## src/rtl/rsce_pkg.sv

```systemverilog
`default_nettype none

package rsce_pkg;

  // field widths
  localparam int unsigned FuncW    = 3;
  localparam int unsigned NameW    = 8;
  localparam int unsigned OpW      = 5;
  localparam int unsigned RegW     = 4;
  localparam int unsigned SpillW   = 8;
  localparam int unsigned KindW    = 2;
  localparam int unsigned MaxRes   = 3;

  // register count after reset
  localparam logic [RegW-1:0] RegCountReset = 4'd4;

  // input operation codes
  localparam logic [FuncW-1:0] FUNC_LDL   = 3'd0;
  localparam logic [FuncW-1:0] FUNC_LDG   = 3'd1;
  localparam logic [FuncW-1:0] FUNC_NEG   = 3'd2;
  localparam logic [FuncW-1:0] FUNC_ADD   = 3'd3;
  localparam logic [FuncW-1:0] FUNC_MUL   = 3'd4;
  localparam logic [FuncW-1:0] FUNC_SUB   = 3'd5;
  localparam logic [FuncW-1:0] FUNC_DIV   = 3'd6;
  localparam logic [FuncW-1:0] FUNC_FLUSH = 3'd7;

  // emitted instruction codes
  localparam logic [OpW-1:0] OP_PUSH     = 5'd0;
  localparam logic [OpW-1:0] OP_POP      = 5'd1;
  localparam logic [OpW-1:0] OP_LDL      = 5'd2;
  localparam logic [OpW-1:0] OP_LDG      = 5'd3;
  localparam logic [OpW-1:0] OP_NEG      = 5'd4;
  localparam logic [OpW-1:0] OP_ADDR     = 5'd5;
  localparam logic [OpW-1:0] OP_MULR     = 5'd6;
  localparam logic [OpW-1:0] OP_SWAP     = 5'd7;
  localparam logic [OpW-1:0] OP_SUBR     = 5'd8;
  localparam logic [OpW-1:0] OP_DIVR     = 5'd9;
  localparam logic [OpW-1:0] OP_MEM_BASE = 5'd10;

  // pending load kinds
  localparam logic [KindW-1:0] KIND_NONE   = 2'd0;
  localparam logic [KindW-1:0] KIND_LOCAL  = 2'd1;
  localparam logic [KindW-1:0] KIND_GLOBAL = 2'd2;

  // capital letters select the global memory form
  localparam logic [NameW-1:0] CHAR_UPPER_A = 8'h41;
  localparam logic [NameW-1:0] CHAR_UPPER_Z = 8'h5A;

  localparam logic [SpillW-1:0] SpillMax = 8'hFF;

  typedef struct packed {
    logic [FuncW-1:0] func;
    logic [NameW-1:0] var_name;
  } in_item_t;

  typedef struct packed {
    logic [OpW-1:0]   opcode;
    logic [RegW-1:0]  reg_a;
    logic [RegW-1:0]  reg_b;
    logic [NameW-1:0] operand_name;
    logic             last;
  } out_item_t;

  // all instructions caused by one input, first in slot zero
  typedef struct packed {
    out_item_t [MaxRes-1:0] res;
  } bundle_t;

  // handshake between two stages
  typedef struct packed {
    logic valid;
    logic ready;
  } hs_t;

endpackage

`default_nettype wire

```

## src/rtl/rsce_front.sv

```systemverilog
`default_nettype none

module rsce_front
  import rsce_pkg::*;
(
  input  wire logic            clk_i,
  input  wire logic            rst_ni,
  input  wire logic [RegW-1:0] reg_count_i,
  input  wire logic            in_valid_i,
  output logic                 in_ready_o,
  input  wire in_item_t        in_data_i,
  output hs_t                  q_hs_o,
  input  wire hs_t             q_hs_i,
  output bundle_t              q_data_o
);

  logic [RegW-1:0]   top_q, top_d;
  logic [SpillW-1:0] sd_q, sd_d;
  logic [KindW-1:0]  pk_q, pk_d;
  logic [NameW-1:0]  pn_q, pn_d;

  logic      in_fire;
  logic [1:0] n;
  bundle_t   bnd;
  logic [RegW-1:0] regs;
  logic [RegW-1:0] rb;
  logic [1:0] which;
  logic       glob;
  logic [OpW-1:0] rr_op;

  assign regs    = (reg_count_i == '0) ? RegW'(1) : reg_count_i;
  assign in_fire = in_valid_i && in_ready_o;
  assign in_ready_o = q_hs_i.ready;

  // decode one beat into its instruction bundle and next state
  always_comb begin
    top_d = top_q;
    sd_d  = sd_q;
    pk_d  = pk_q;
    pn_d  = pn_q;
    n     = 2'd0;
    bnd   = '0;
    rb    = '0;
    which = in_data_i.func[1:0] - 2'd3;
    glob  = (pn_q >= CHAR_UPPER_A) && (pn_q <= CHAR_UPPER_Z);
    rr_op = OP_ADDR;

    // pending load goes out first for loads, negate and flush
    if ((in_data_i.func == FUNC_LDL || in_data_i.func == FUNC_LDG ||
         in_data_i.func == FUNC_NEG || in_data_i.func == FUNC_FLUSH) &&
        pk_q != KIND_NONE) begin
      if (top_d >= regs) begin
        top_d = RegW'(1);
        bnd.res[n] = '{OP_PUSH, top_d, '0, '0, 1'b0};
        n = n + 2'd1;
        if (sd_d != SpillMax) sd_d = sd_d + SpillW'(1);
      end else if (sd_d != '0) begin
        top_d = top_d + RegW'(1);
        bnd.res[n] = '{OP_PUSH, top_d, '0, '0, 1'b0};
        n = n + 2'd1;
        if (sd_d != SpillMax) sd_d = sd_d + SpillW'(1);
      end else begin
        top_d = top_d + RegW'(1);
      end
      if (pk_q == KIND_LOCAL) begin
        bnd.res[n] = '{OP_LDL, top_d, '0, pn_q, 1'b0};
        n = n + 2'd1;
      end else if (pk_q == KIND_GLOBAL) begin
        bnd.res[n] = '{OP_LDG, top_d, '0, pn_q, 1'b0};
        n = n + 2'd1;
      end
      pk_d = KIND_NONE;
    end

    unique case (in_data_i.func)
      FUNC_LDL: begin
        pk_d = KIND_LOCAL;
        pn_d = in_data_i.var_name;
      end
      FUNC_LDG: begin
        pk_d = KIND_GLOBAL;
        pn_d = in_data_i.var_name;
      end
      FUNC_NEG: begin
        bnd.res[n] = '{OP_NEG, top_d, '0, '0, 1'b0};
        n = n + 2'd1;
      end
      FUNC_ADD, FUNC_MUL, FUNC_SUB, FUNC_DIV: begin
        if (pk_q != KIND_NONE) begin
          // fold the pending variable into a memory operand
          bnd.res[0] = '{OP_MEM_BASE + OpW'({which, glob}), top_q, '0, pn_q, 1'b0};
          n = 2'd1;
          pk_d = KIND_NONE;
        end else begin
          rb = (top_q < RegW'(2)) ? regs : top_q - RegW'(1);
          unique case (which)
            2'd0: rr_op = OP_ADDR;
            2'd1: rr_op = OP_MULR;
            2'd2: rr_op = OP_SUBR;
            default: rr_op = OP_DIVR;
          endcase
          if (which[1]) begin
            bnd.res[n] = '{OP_SWAP, top_q, rb, '0, 1'b0};
            n = n + 2'd1;
          end
          bnd.res[n] = '{rr_op, top_q, rb, '0, 1'b0};
          n = n + 2'd1;
          // pop, with fill on underflow
          if (top_q <= RegW'(1)) begin
            bnd.res[n] = '{OP_POP, top_q, '0, '0, 1'b0};
            n = n + 2'd1;
            top_d = regs;
            if (sd_q != '0) sd_d = sd_q - SpillW'(1);
          end else if (sd_q != '0) begin
            bnd.res[n] = '{OP_POP, top_q, '0, '0, 1'b0};
            n = n + 2'd1;
            sd_d  = sd_q - SpillW'(1);
            top_d = top_q - RegW'(1);
          end else begin
            top_d = top_q - RegW'(1);
          end
        end
      end
      default: begin
      end
    endcase

    // mark the final instruction
    if (n != 2'd0) bnd.res[n - 2'd1].last = 1'b1;
  end

  assign q_hs_o.valid = in_fire && (n != 2'd0);
  assign q_hs_o.ready = in_fire;
  assign q_data_o     = bnd;

  // stack state
  always_ff @(posedge clk_i or negedge rst_ni) begin
    if (!rst_ni) begin
      top_q <= '0;
      sd_q  <= '0;
      pk_q  <= KIND_NONE;
      pn_q  <= '0;
    end else if (in_fire) begin
      top_q <= top_d;
      sd_q  <= sd_d;
      pk_q  <= pk_d;
      pn_q  <= pn_d;
    end
  end

`ifndef SYNTH
  a_flush_clears: assert property (@(posedge clk_i) disable iff (!rst_ni)
    in_fire && in_data_i.func == FUNC_FLUSH |=> pk_q == KIND_NONE)
    else $error("flush left a pending load");

  a_spill_step: assert property (@(posedge clk_i) disable iff (!rst_ni)
    in_fire |=> (sd_q == $past(sd_q)) || (sd_q == $past(sd_q) + SpillW'(1)) ||
                (sd_q == $past(sd_q) - SpillW'(1)))
    else $error("spill depth moved by more than one");

  a_bundle_last: assert property (@(posedge clk_i) disable iff (!rst_ni)
    q_hs_o.valid |-> bnd.res[n - 2'd1].last)
    else $error("bundle without a final instruction");
`endif

endmodule

`default_nettype wire

```

## src/rtl/rsce_queue.sv

```systemverilog
`default_nettype none

module rsce_queue
  import rsce_pkg::*;
#(
  parameter int unsigned Depth = 2
) (
  input  wire logic    clk_i,
  input  wire logic    rst_ni,
  input  wire logic    push_i,
  output logic         ready_o,
  input  wire bundle_t data_i,
  output logic         valid_o,
  input  wire logic    pop_i,
  output bundle_t      data_o
);

  localparam int unsigned PtrW = (Depth > 1) ? $clog2(Depth) : 1;
  localparam int unsigned CntW = $clog2(Depth + 1);

  bundle_t         mem_q [Depth];
  logic [PtrW-1:0] wr_q, wr_d, rd_q, rd_d;
  logic [CntW-1:0] cnt_q, cnt_d;
  logic            do_push, do_pop;

  assign ready_o = (cnt_q != CntW'(Depth));
  assign valid_o = (cnt_q != '0);
  assign do_push = push_i && ready_o;
  assign do_pop  = pop_i && valid_o;
  assign data_o  = mem_q[rd_q];

  // pointer and fill count update
  always_comb begin
    wr_d  = wr_q;
    rd_d  = rd_q;
    cnt_d = cnt_q;
    if (do_push) wr_d = (wr_q == PtrW'(Depth - 1)) ? '0 : wr_q + PtrW'(1);
    if (do_pop)  rd_d = (rd_q == PtrW'(Depth - 1)) ? '0 : rd_q + PtrW'(1);
    if (do_push && !do_pop) cnt_d = cnt_q + CntW'(1);
    else if (do_pop && !do_push) cnt_d = cnt_q - CntW'(1);
  end

  always_ff @(posedge clk_i or negedge rst_ni) begin
    if (!rst_ni) begin
      wr_q  <= '0;
      rd_q  <= '0;
      cnt_q <= '0;
    end else begin
      wr_q  <= wr_d;
      rd_q  <= rd_d;
      cnt_q <= cnt_d;
    end
  end

  // entry storage
  always_ff @(posedge clk_i) begin
    if (do_push) mem_q[wr_q] <= data_i;
  end

`ifndef SYNTH
  a_no_overflow: assert property (@(posedge clk_i) disable iff (!rst_ni)
    cnt_q <= CntW'(Depth))
    else $error("queue fill count beyond depth");

  a_count_track: assert property (@(posedge clk_i) disable iff (!rst_ni)
    do_push && !do_pop |=> cnt_q == $past(cnt_q) + CntW'(1))
    else $error("fill count missed a push");

  a_ptr_gap: assert property (@(posedge clk_i) disable iff (!rst_ni)
    (cnt_q == '0) |-> (wr_q == rd_q))
    else $error("empty queue with pointers apart");
`endif

endmodule

`default_nettype wire

```

## src/rtl/rsce_back.sv

```systemverilog
`default_nettype none

module rsce_back
  import rsce_pkg::*;
(
  input  wire logic    clk_i,
  input  wire logic    rst_ni,
  input  wire logic    q_valid_i,
  output logic         q_pop_o,
  input  wire bundle_t q_data_i,
  output logic         out_valid_o,
  input  wire logic    out_ready_i,
  output out_item_t    out_data_o
);

  bundle_t    cur_q;
  logic       cur_valid_q;
  logic [1:0] idx_q;
  logic       cur_last;
  logic       load;

  assign out_data_o  = cur_q.res[idx_q];
  assign out_valid_o = cur_valid_q;
  assign cur_last    = cur_q.res[idx_q].last;
  assign load        = !cur_valid_q || (out_ready_i && cur_last);
  assign q_pop_o     = load && q_valid_i;

  // walk through the bundle one beat at a time
  always_ff @(posedge clk_i or negedge rst_ni) begin
    if (!rst_ni) begin
      cur_valid_q <= 1'b0;
      idx_q       <= '0;
    end else if (load) begin
      cur_valid_q <= q_valid_i;
      idx_q       <= '0;
    end else if (out_ready_i) begin
      idx_q <= idx_q + 2'd1;
    end
  end

  always_ff @(posedge clk_i) begin
    if (q_pop_o) cur_q <= q_data_i;
  end

`ifndef SYNTH
  a_idx_range: assert property (@(posedge clk_i) disable iff (!rst_ni)
    cur_valid_q |-> idx_q != 2'd3)
    else $error("result index past the bundle");

  a_hold_on_stall: assert property (@(posedge clk_i) disable iff (!rst_ni)
    cur_valid_q && !out_ready_i |=> cur_valid_q && $stable(idx_q))
    else $error("stalled result moved");

  a_no_pop_midway: assert property (@(posedge clk_i) disable iff (!rst_ni)
    cur_valid_q && !cur_last |-> !q_pop_o)
    else $error("new bundle taken before the last beat");
`endif

endmodule

`default_nettype wire

```

## src/rtl/register_stack_code_emitter.sv

```systemverilog
// channel | direction | payload         | handshake
// in      | input     | func, var_name  | in_valid_i / in_ready_o
// out     | output    | instruction     | out_valid_o / out_ready_i
// cfg     | input     | register count  | cfg_valid_i / cfg_ready_o
//
// an input beat is taken every cycle while the bundle queue has room
// each input yields zero to three instruction beats, sent by the back end one per
// cycle while out_ready_i is high; inputs queue up while older bundles drain
// first instruction passes the bundle queue and the back end's bundle register
// reset clears stack state, queue and output; register count returns to 4
`default_nettype none

module register_stack_code_emitter
  import rsce_pkg::*;
#(
  parameter int unsigned QueueDepth = 2
) (
  input  wire logic            clk_i,
  input  wire logic            rst_ni,
  input  wire logic            in_valid_i,
  output logic                 in_ready_o,
  input  wire in_item_t        in_data_i,
  output logic                 out_valid_o,
  input  wire logic            out_ready_i,
  output out_item_t            out_data_o,
  input  wire logic            cfg_valid_i,
  output logic                 cfg_ready_o,
  input  wire logic [RegW-1:0] cfg_data_i
);

  logic [RegW-1:0] reg_count_q;
  hs_t             fq_hs, qf_hs;
  bundle_t         fq_data, qb_data;
  logic            q_valid, q_pop, q_ready;

  // configuration register
  assign cfg_ready_o = 1'b1;

  always_ff @(posedge clk_i or negedge rst_ni) begin
    if (!rst_ni) begin
      reg_count_q <= RegCountReset;
    end else if (cfg_valid_i && cfg_ready_o) begin
      reg_count_q <= cfg_data_i;
    end
  end

  assign qf_hs.valid = q_valid;
  assign qf_hs.ready = q_ready;

  rsce_front u_front (
    .clk_i       (clk_i),
    .rst_ni      (rst_ni),
    .reg_count_i (reg_count_q),
    .in_valid_i  (in_valid_i),
    .in_ready_o  (in_ready_o),
    .in_data_i   (in_data_i),
    .q_hs_o      (fq_hs),
    .q_hs_i      (qf_hs),
    .q_data_o    (fq_data)
  );

  rsce_queue #(
    .Depth (QueueDepth)
  ) u_queue (
    .clk_i   (clk_i),
    .rst_ni  (rst_ni),
    .push_i  (fq_hs.valid),
    .ready_o (q_ready),
    .data_i  (fq_data),
    .valid_o (q_valid),
    .pop_i   (q_pop),
    .data_o  (qb_data)
  );

  rsce_back u_back (
    .clk_i       (clk_i),
    .rst_ni      (rst_ni),
    .q_valid_i   (q_valid),
    .q_pop_o     (q_pop),
    .q_data_i    (qb_data),
    .out_valid_o (out_valid_o),
    .out_ready_i (out_ready_i),
    .out_data_o  (out_data_o)
  );

`ifndef SYNTH
  a_push_has_room: assert property (@(posedge clk_i) disable iff (!rst_ni)
    fq_hs.valid |-> q_ready)
    else $error("bundle pushed into a full queue");

  a_accept_on_room: assert property (@(posedge clk_i) disable iff (!rst_ni)
    fq_hs.ready |-> in_valid_i && q_ready)
    else $error("input taken without queue room");

  a_out_from_queue: assert property (@(posedge clk_i) disable iff (!rst_ni)
    $rose(out_valid_o) |-> $past(q_valid))
    else $error("result shown without a queued bundle");
`endif

endmodule

`default_nettype wire

```

## config.mk

```make
export PLATFORM = sky130hd
export DESIGN_NAME = register_stack_code_emitter
export DESIGN_NICKNAME = d
export VERILOG_FILES = /design/src/rtl/rsce_pkg.sv /design/src/rtl/rsce_front.sv /design/src/rtl/rsce_queue.sv /design/src/rtl/rsce_back.sv /design/src/rtl/register_stack_code_emitter.sv
export SDC_FILE = /design/constraint.sdc
export NUM_CORES = 1
export LEC_CHECK = 0
export BUFFER_PORTS_ARGS = -buffer_cell sky130_fd_sc_hd__buf_2
export CAP_MARGIN = 40
export CORE_ASPECT_RATIO = 0.8
export CORE_UTILIZATION = 35
export CTS_BUF_LIST = sky130_fd_sc_hd__clkbuf_2
export CTS_CLUSTER_DIAMETER = 100
export CTS_CLUSTER_SIZE = 25
export DETAILED_ROUTE_END_ITERATION = 8
export GPL_TIMING_DRIVEN = 0
export PLACE_DENSITY = 0.51
export SYNTH_ARGS = -nofsm -noshare
export SYNTH_HDL_FRONTEND = slang
export SYNTH_HIERARCHICAL = 1
export SYNTH_SLANG_ARGS = --single-unit
```

## constraint.sdc

```tcl
create_clock -name clk_i -period 9.56 [get_ports clk_i]
set_clock_uncertainty 0.2 [all_clocks]
set_input_delay 1.912 -clock clk_i [delete_from_list [all_inputs] [get_ports clk_i]]
set_output_delay 1.912 -clock clk_i [all_outputs]
set_load 0.1 [all_outputs]
```

---- Word-level counts from Yosys, hierarchy flattened ----
Memories as Yosys holds them, arrays and structs flattened. A register that Yosys moved wholly into a read port is not among the register bits.
Index checks and enable logic that the tools add are counted.
operators by class
  add/sub/neg operators ................... 16
  multiply operators ...................... 0
  divide/modulo/power cells ............... 0
  magnitude comparators ................... 16
  eq/ne operators ......................... 13
  shift-type cells ........................ 0
  multiplexer cells ....................... 76
  bitwise logic cells ..................... 0
  reductions and logical operators ........ 34
operators with widths
  operator               count
  $mux W66               9
  $bwmux W66             7
  $demux W22 S2          5
  $mux W22               8
  $pmux W66 S2           1
  $mux W8                7
  $bmux W22 S2           1
  $mux W44               1
  $mux W2                17
  $mux W4                8
  $lt A2 B3 Y1 const B   6
  $mux W17               1
  $logic_and A1 B1 Y1    15
  $add A2 B1 Y2 const B  6
  $eq A3 B3 Y1 const B   4
  $pmux W4 S3            1
  $ge A2 B1 Y1 const B   5
  $mux W5                2
  $reduce_bool A2 Y1     5
  $add A8 B1 Y8 const B  1
  $ge A8 B7 Y1 const B   1
  $le A8 B7 Y1 const B   1
  $ne A8 B8 Y1 const B   1
  $reduce_bool A8 Y1     1
  26 further kinds       41
storage, ports and cells
  bits in registers ....................... 33
  latch bits .............................. 0
  memory bits (writable) .................. 132
  bits in read-only memories .............. 0
  bits of input ports ..................... 20
  output and inout port bits .............. 25
  memories ................................ 1
memories
  name           depth  width  read ports  clocked after memory_dff  wr ports  RTL line          RTL
  u_queue.mem_q  2      66     1           1                         1         rsce_queue.sv:21  bundle_t mem_q [Depth];

---- Depth between registers and ports, before layout ----
  word-level depth ........................ 27
  gate-level depth with buffers ........... 27
  gate-level depth less buffers ........... 26

---- By module ----
Netlist, hierarchy kept.
by module, submodules not included
  module                       instances  cells an instance  area each (µm²)  sequential area each (µm²)
  rsce_queue                   1          223                5069.9           4063.9
  rsce_front                   1          452                3215.6           550.5
  rsce_back                    1          158                2625.0           2057.0
  register_stack_code_emitter  1          10                 157.7            101.3

---- Least setup slack after synthesis ----
OpenSTA, ideal clock, no wires.
  path kind ............................... input port to flip-flop
  start point ............................. input port in_data_i[8] (netlist name)
  end point ............................... memory u_queue/mem_q[0][0] (netlist name), enable pin
  data arrival time ....................... 7434 ps
  data required time ...................... 8870 ps
  setup slack ............................. 1436 ps
  cell stages on the path ................. 17
  path buffers ............................ 1
  cell sequence ........................... inv_1 > ha_1 > nor4_1 > nor2_1 > o2111ai_1 > and2_1 > ha_1 > nand2_1 > o21a_1 > ha_1 > clkbuf_1 > o21ai_0 > a21oi_1 > nor3_2 > a31oi_1 > nand2_1 > nor2_1
RTL lines
  what                RTL line                           RTL
  start: declaration  register_stack_code_emitter.sv:22  input wire in_item_t in_data_i,
  end: declaration    rsce_queue.sv:21

==> metrics.cfg <==
[outcome]
status=finished clean

[setup_path]
crit_type=reg -> reg
cp_max_fo=26
r2r_start=u_front/top_q[0]
required_ns=9.96
cp.arrival_ns=6.81
end_kind=register
r2r_cells=24
r2r_slack_ns=3.15
cp-start-kind=register
reg2reg_to=u_queue/mem_q[0][32]

[yosys]
synthesis.area_mm2=0.0111
syn_inst=842
yosys_warnings=6
avgSynthCellArea_um2=13.1

[timing]
slew_viol_final=0
rsz0062_at_grt=false
finalCritPeriodShare_pct=67.0
relSlewSlack_pct=43.5
setup_viol=0
hold_slack_ns=0.309
setup_tns_ns=0
tightest_slew_ns=0.844
clock.fmax_mhz=156
fin_crit_ns=6.41
hold_viol_final=0

[placed_design]
place.port_buffers=43
gp_congestion=0.899
dpl.hpwl_um=17700
placed_cells=1315

[clock_network]
path_clk_slew_ns=0.45
htreeDepth=1
cts.sinks=231
post_cts_buffers=0
clk_path_buf_depth=3
numCtsBuffers=13
cts_tree=built
holdBufCountCts=0
cts_resized=0
clk_latency_ns=0.82
cts.root.buffer_cell=clkbuf_2

[floorplan]
dieWidth_um=201
fp.coreArea_mm2=0.0307
initial_core_util_pct=36.0
num_rows=57
die_height_um=161
io_pins=45
dieArea_mm2=0.0323

[cells_and_area]
seq_area_mm2=0.00677
fillCellCount=2921
final_cells=1339
multiInputGateArea_mm2=0.00396
drive_above_1_share_pct=22.0
nets=962
areaGrowthSynthToFinish_pct=9.66

[min_path]
min_path_cells=1
hp-class=reg -> reg
holdCritStartpoint=u_queue/cnt_q[1]
min_to=u_queue/cnt_q[1]

[detailed_routing]
drc=0
drt_iter0_markers=546
detail_route.first_pass.iterations=5
via_per_inst=5.11
wirelength_um=25300
wl_per_cell_um=18.9
vias=6836
postRouteAntennaNets=0

[global_routing]
antenna_found_initial=1
grt_start_max_net_pins=53
grt_overflow=0
grt_pass1_wl_um=39900
grt_pass1_vias=6732
global_route.usage.total_pct=15.9

[job]
max_cap_violations=0

layout make-up:
cell class,count,area share [%]
Sequential cell,231,55.8
Multi-Input combinational cell,546,32.7
Tap cell,413,4.26
Timing Repair Buffer,51,3.08
Buffer,50,2.35
Clock buffer,20,0.825
Inverter,24,0.743
Clock inverter,2,0.196
Antenna cell,2,0.0413
sequential cells by signal, summed over array words and instances, names as in the netlist:
signal	cells
u_queue/mem_q	132
u_back/cur_q	66
u_front/pn_q	8
u_front/sd_q	8
reg_count_q	4
u_front/top_q	4
u_back/idx_q	2
u_front/pk_q	2
u_queue/cnt_q	2
u_back/out_valid_o	1
u_queue/rd_q	1
u_queue/wr_q	1
worst max path at each step:
stage,from,end,slack [ns],depth (start not counted)
CTS,u_front/top_q[0],u_queue/mem_q[0][32],3.16,24
floorplan,in_data_i[8],u_queue/mem_q[0][0],1.44,17
detailed placement,in_data_i[8],u_queue/mem_q[0][12],2.64,21
global route,u_front/top_q[0],u_queue/mem_q[0][57],2.64,25
finish,u_front/top_q[0],u_queue/mem_q[0][32],3.15,24
global placement,in_data_i[8],u_queue/mem_q[0][12],-1.59,18
through the flow:
step | cell area, um^2 | utilization, % | worst slack [ns]
3_3_place_gp | 11800 | 38.5 | -1.59
4_1_cts | 12100 | 39.4 | 3.16
3_5_place_dp | 12000 | 39.0 | 2.64
6_report | 12100 | 39.5 | 3.15
2_1_floorplan | 11100 | - | 1.44
5_1_grt | 12100 | 39.5 | 2.64
worst max-delay path, cell delays in order (launching register included):
cell,delay [ns]
dfrtp_1,0.52
clkbuf_1,0.42
inv_1,0.22
ha_1,0.33
nor2b_1,0.16
o21ai_1,0.12
a21oi_2,0.51
inv_2,0.24
ha_1,0.38
nand3_1,0.10
and2_1,0.22
ha_1,0.32
nand2_1,0.09
o21a_1,0.19
ha_1,0.16
clkbuf_1,0.34
o21ai_0,0.14
a21oi_1,0.25
nor3_2,0.09
a31oi_1,0.19
nand2_1,0.17
nor2_4,0.16
buf_12,0.21
buf_12,0.22
buf_16,0.19
layer usage:
metal,GRT usage [%],vias up,part of all wire [%]
met2,25.1,175,44
met5,0,-,0
li1,-,3276,-
met3,2.14,26,4.3
met1,23.8,3359,50
met4,2.60,0,1.4
cell usage in the layout, fill, tap and decap left out, types with 6 or more instances in the layout:
cell,instances
a31oi_1,14
inv_1,23
ha_1,25
xor2_1,6
o21ai_0,55
buf_2,53
nand3_1,12
mux2_2,51
nor3_1,10
clkbuf_1,22
edfxtp_1,198
o21ai_1,7
dfrtp_1,32
clkbuf_2,20
nor2_1,46
nand2b_1,8
xnor2_1,9
nor2b_1,10
conb_1,11
mux2i_1,23
and2_1,21
nand2_1,69
o22ai_1,9
buf_4,15
mux2_4,31
and3_1,6
a21oi_1,34
Power is not shown: default switching activity piles up to over one toggle a cycle in this logic, so the estimate is an artifact.
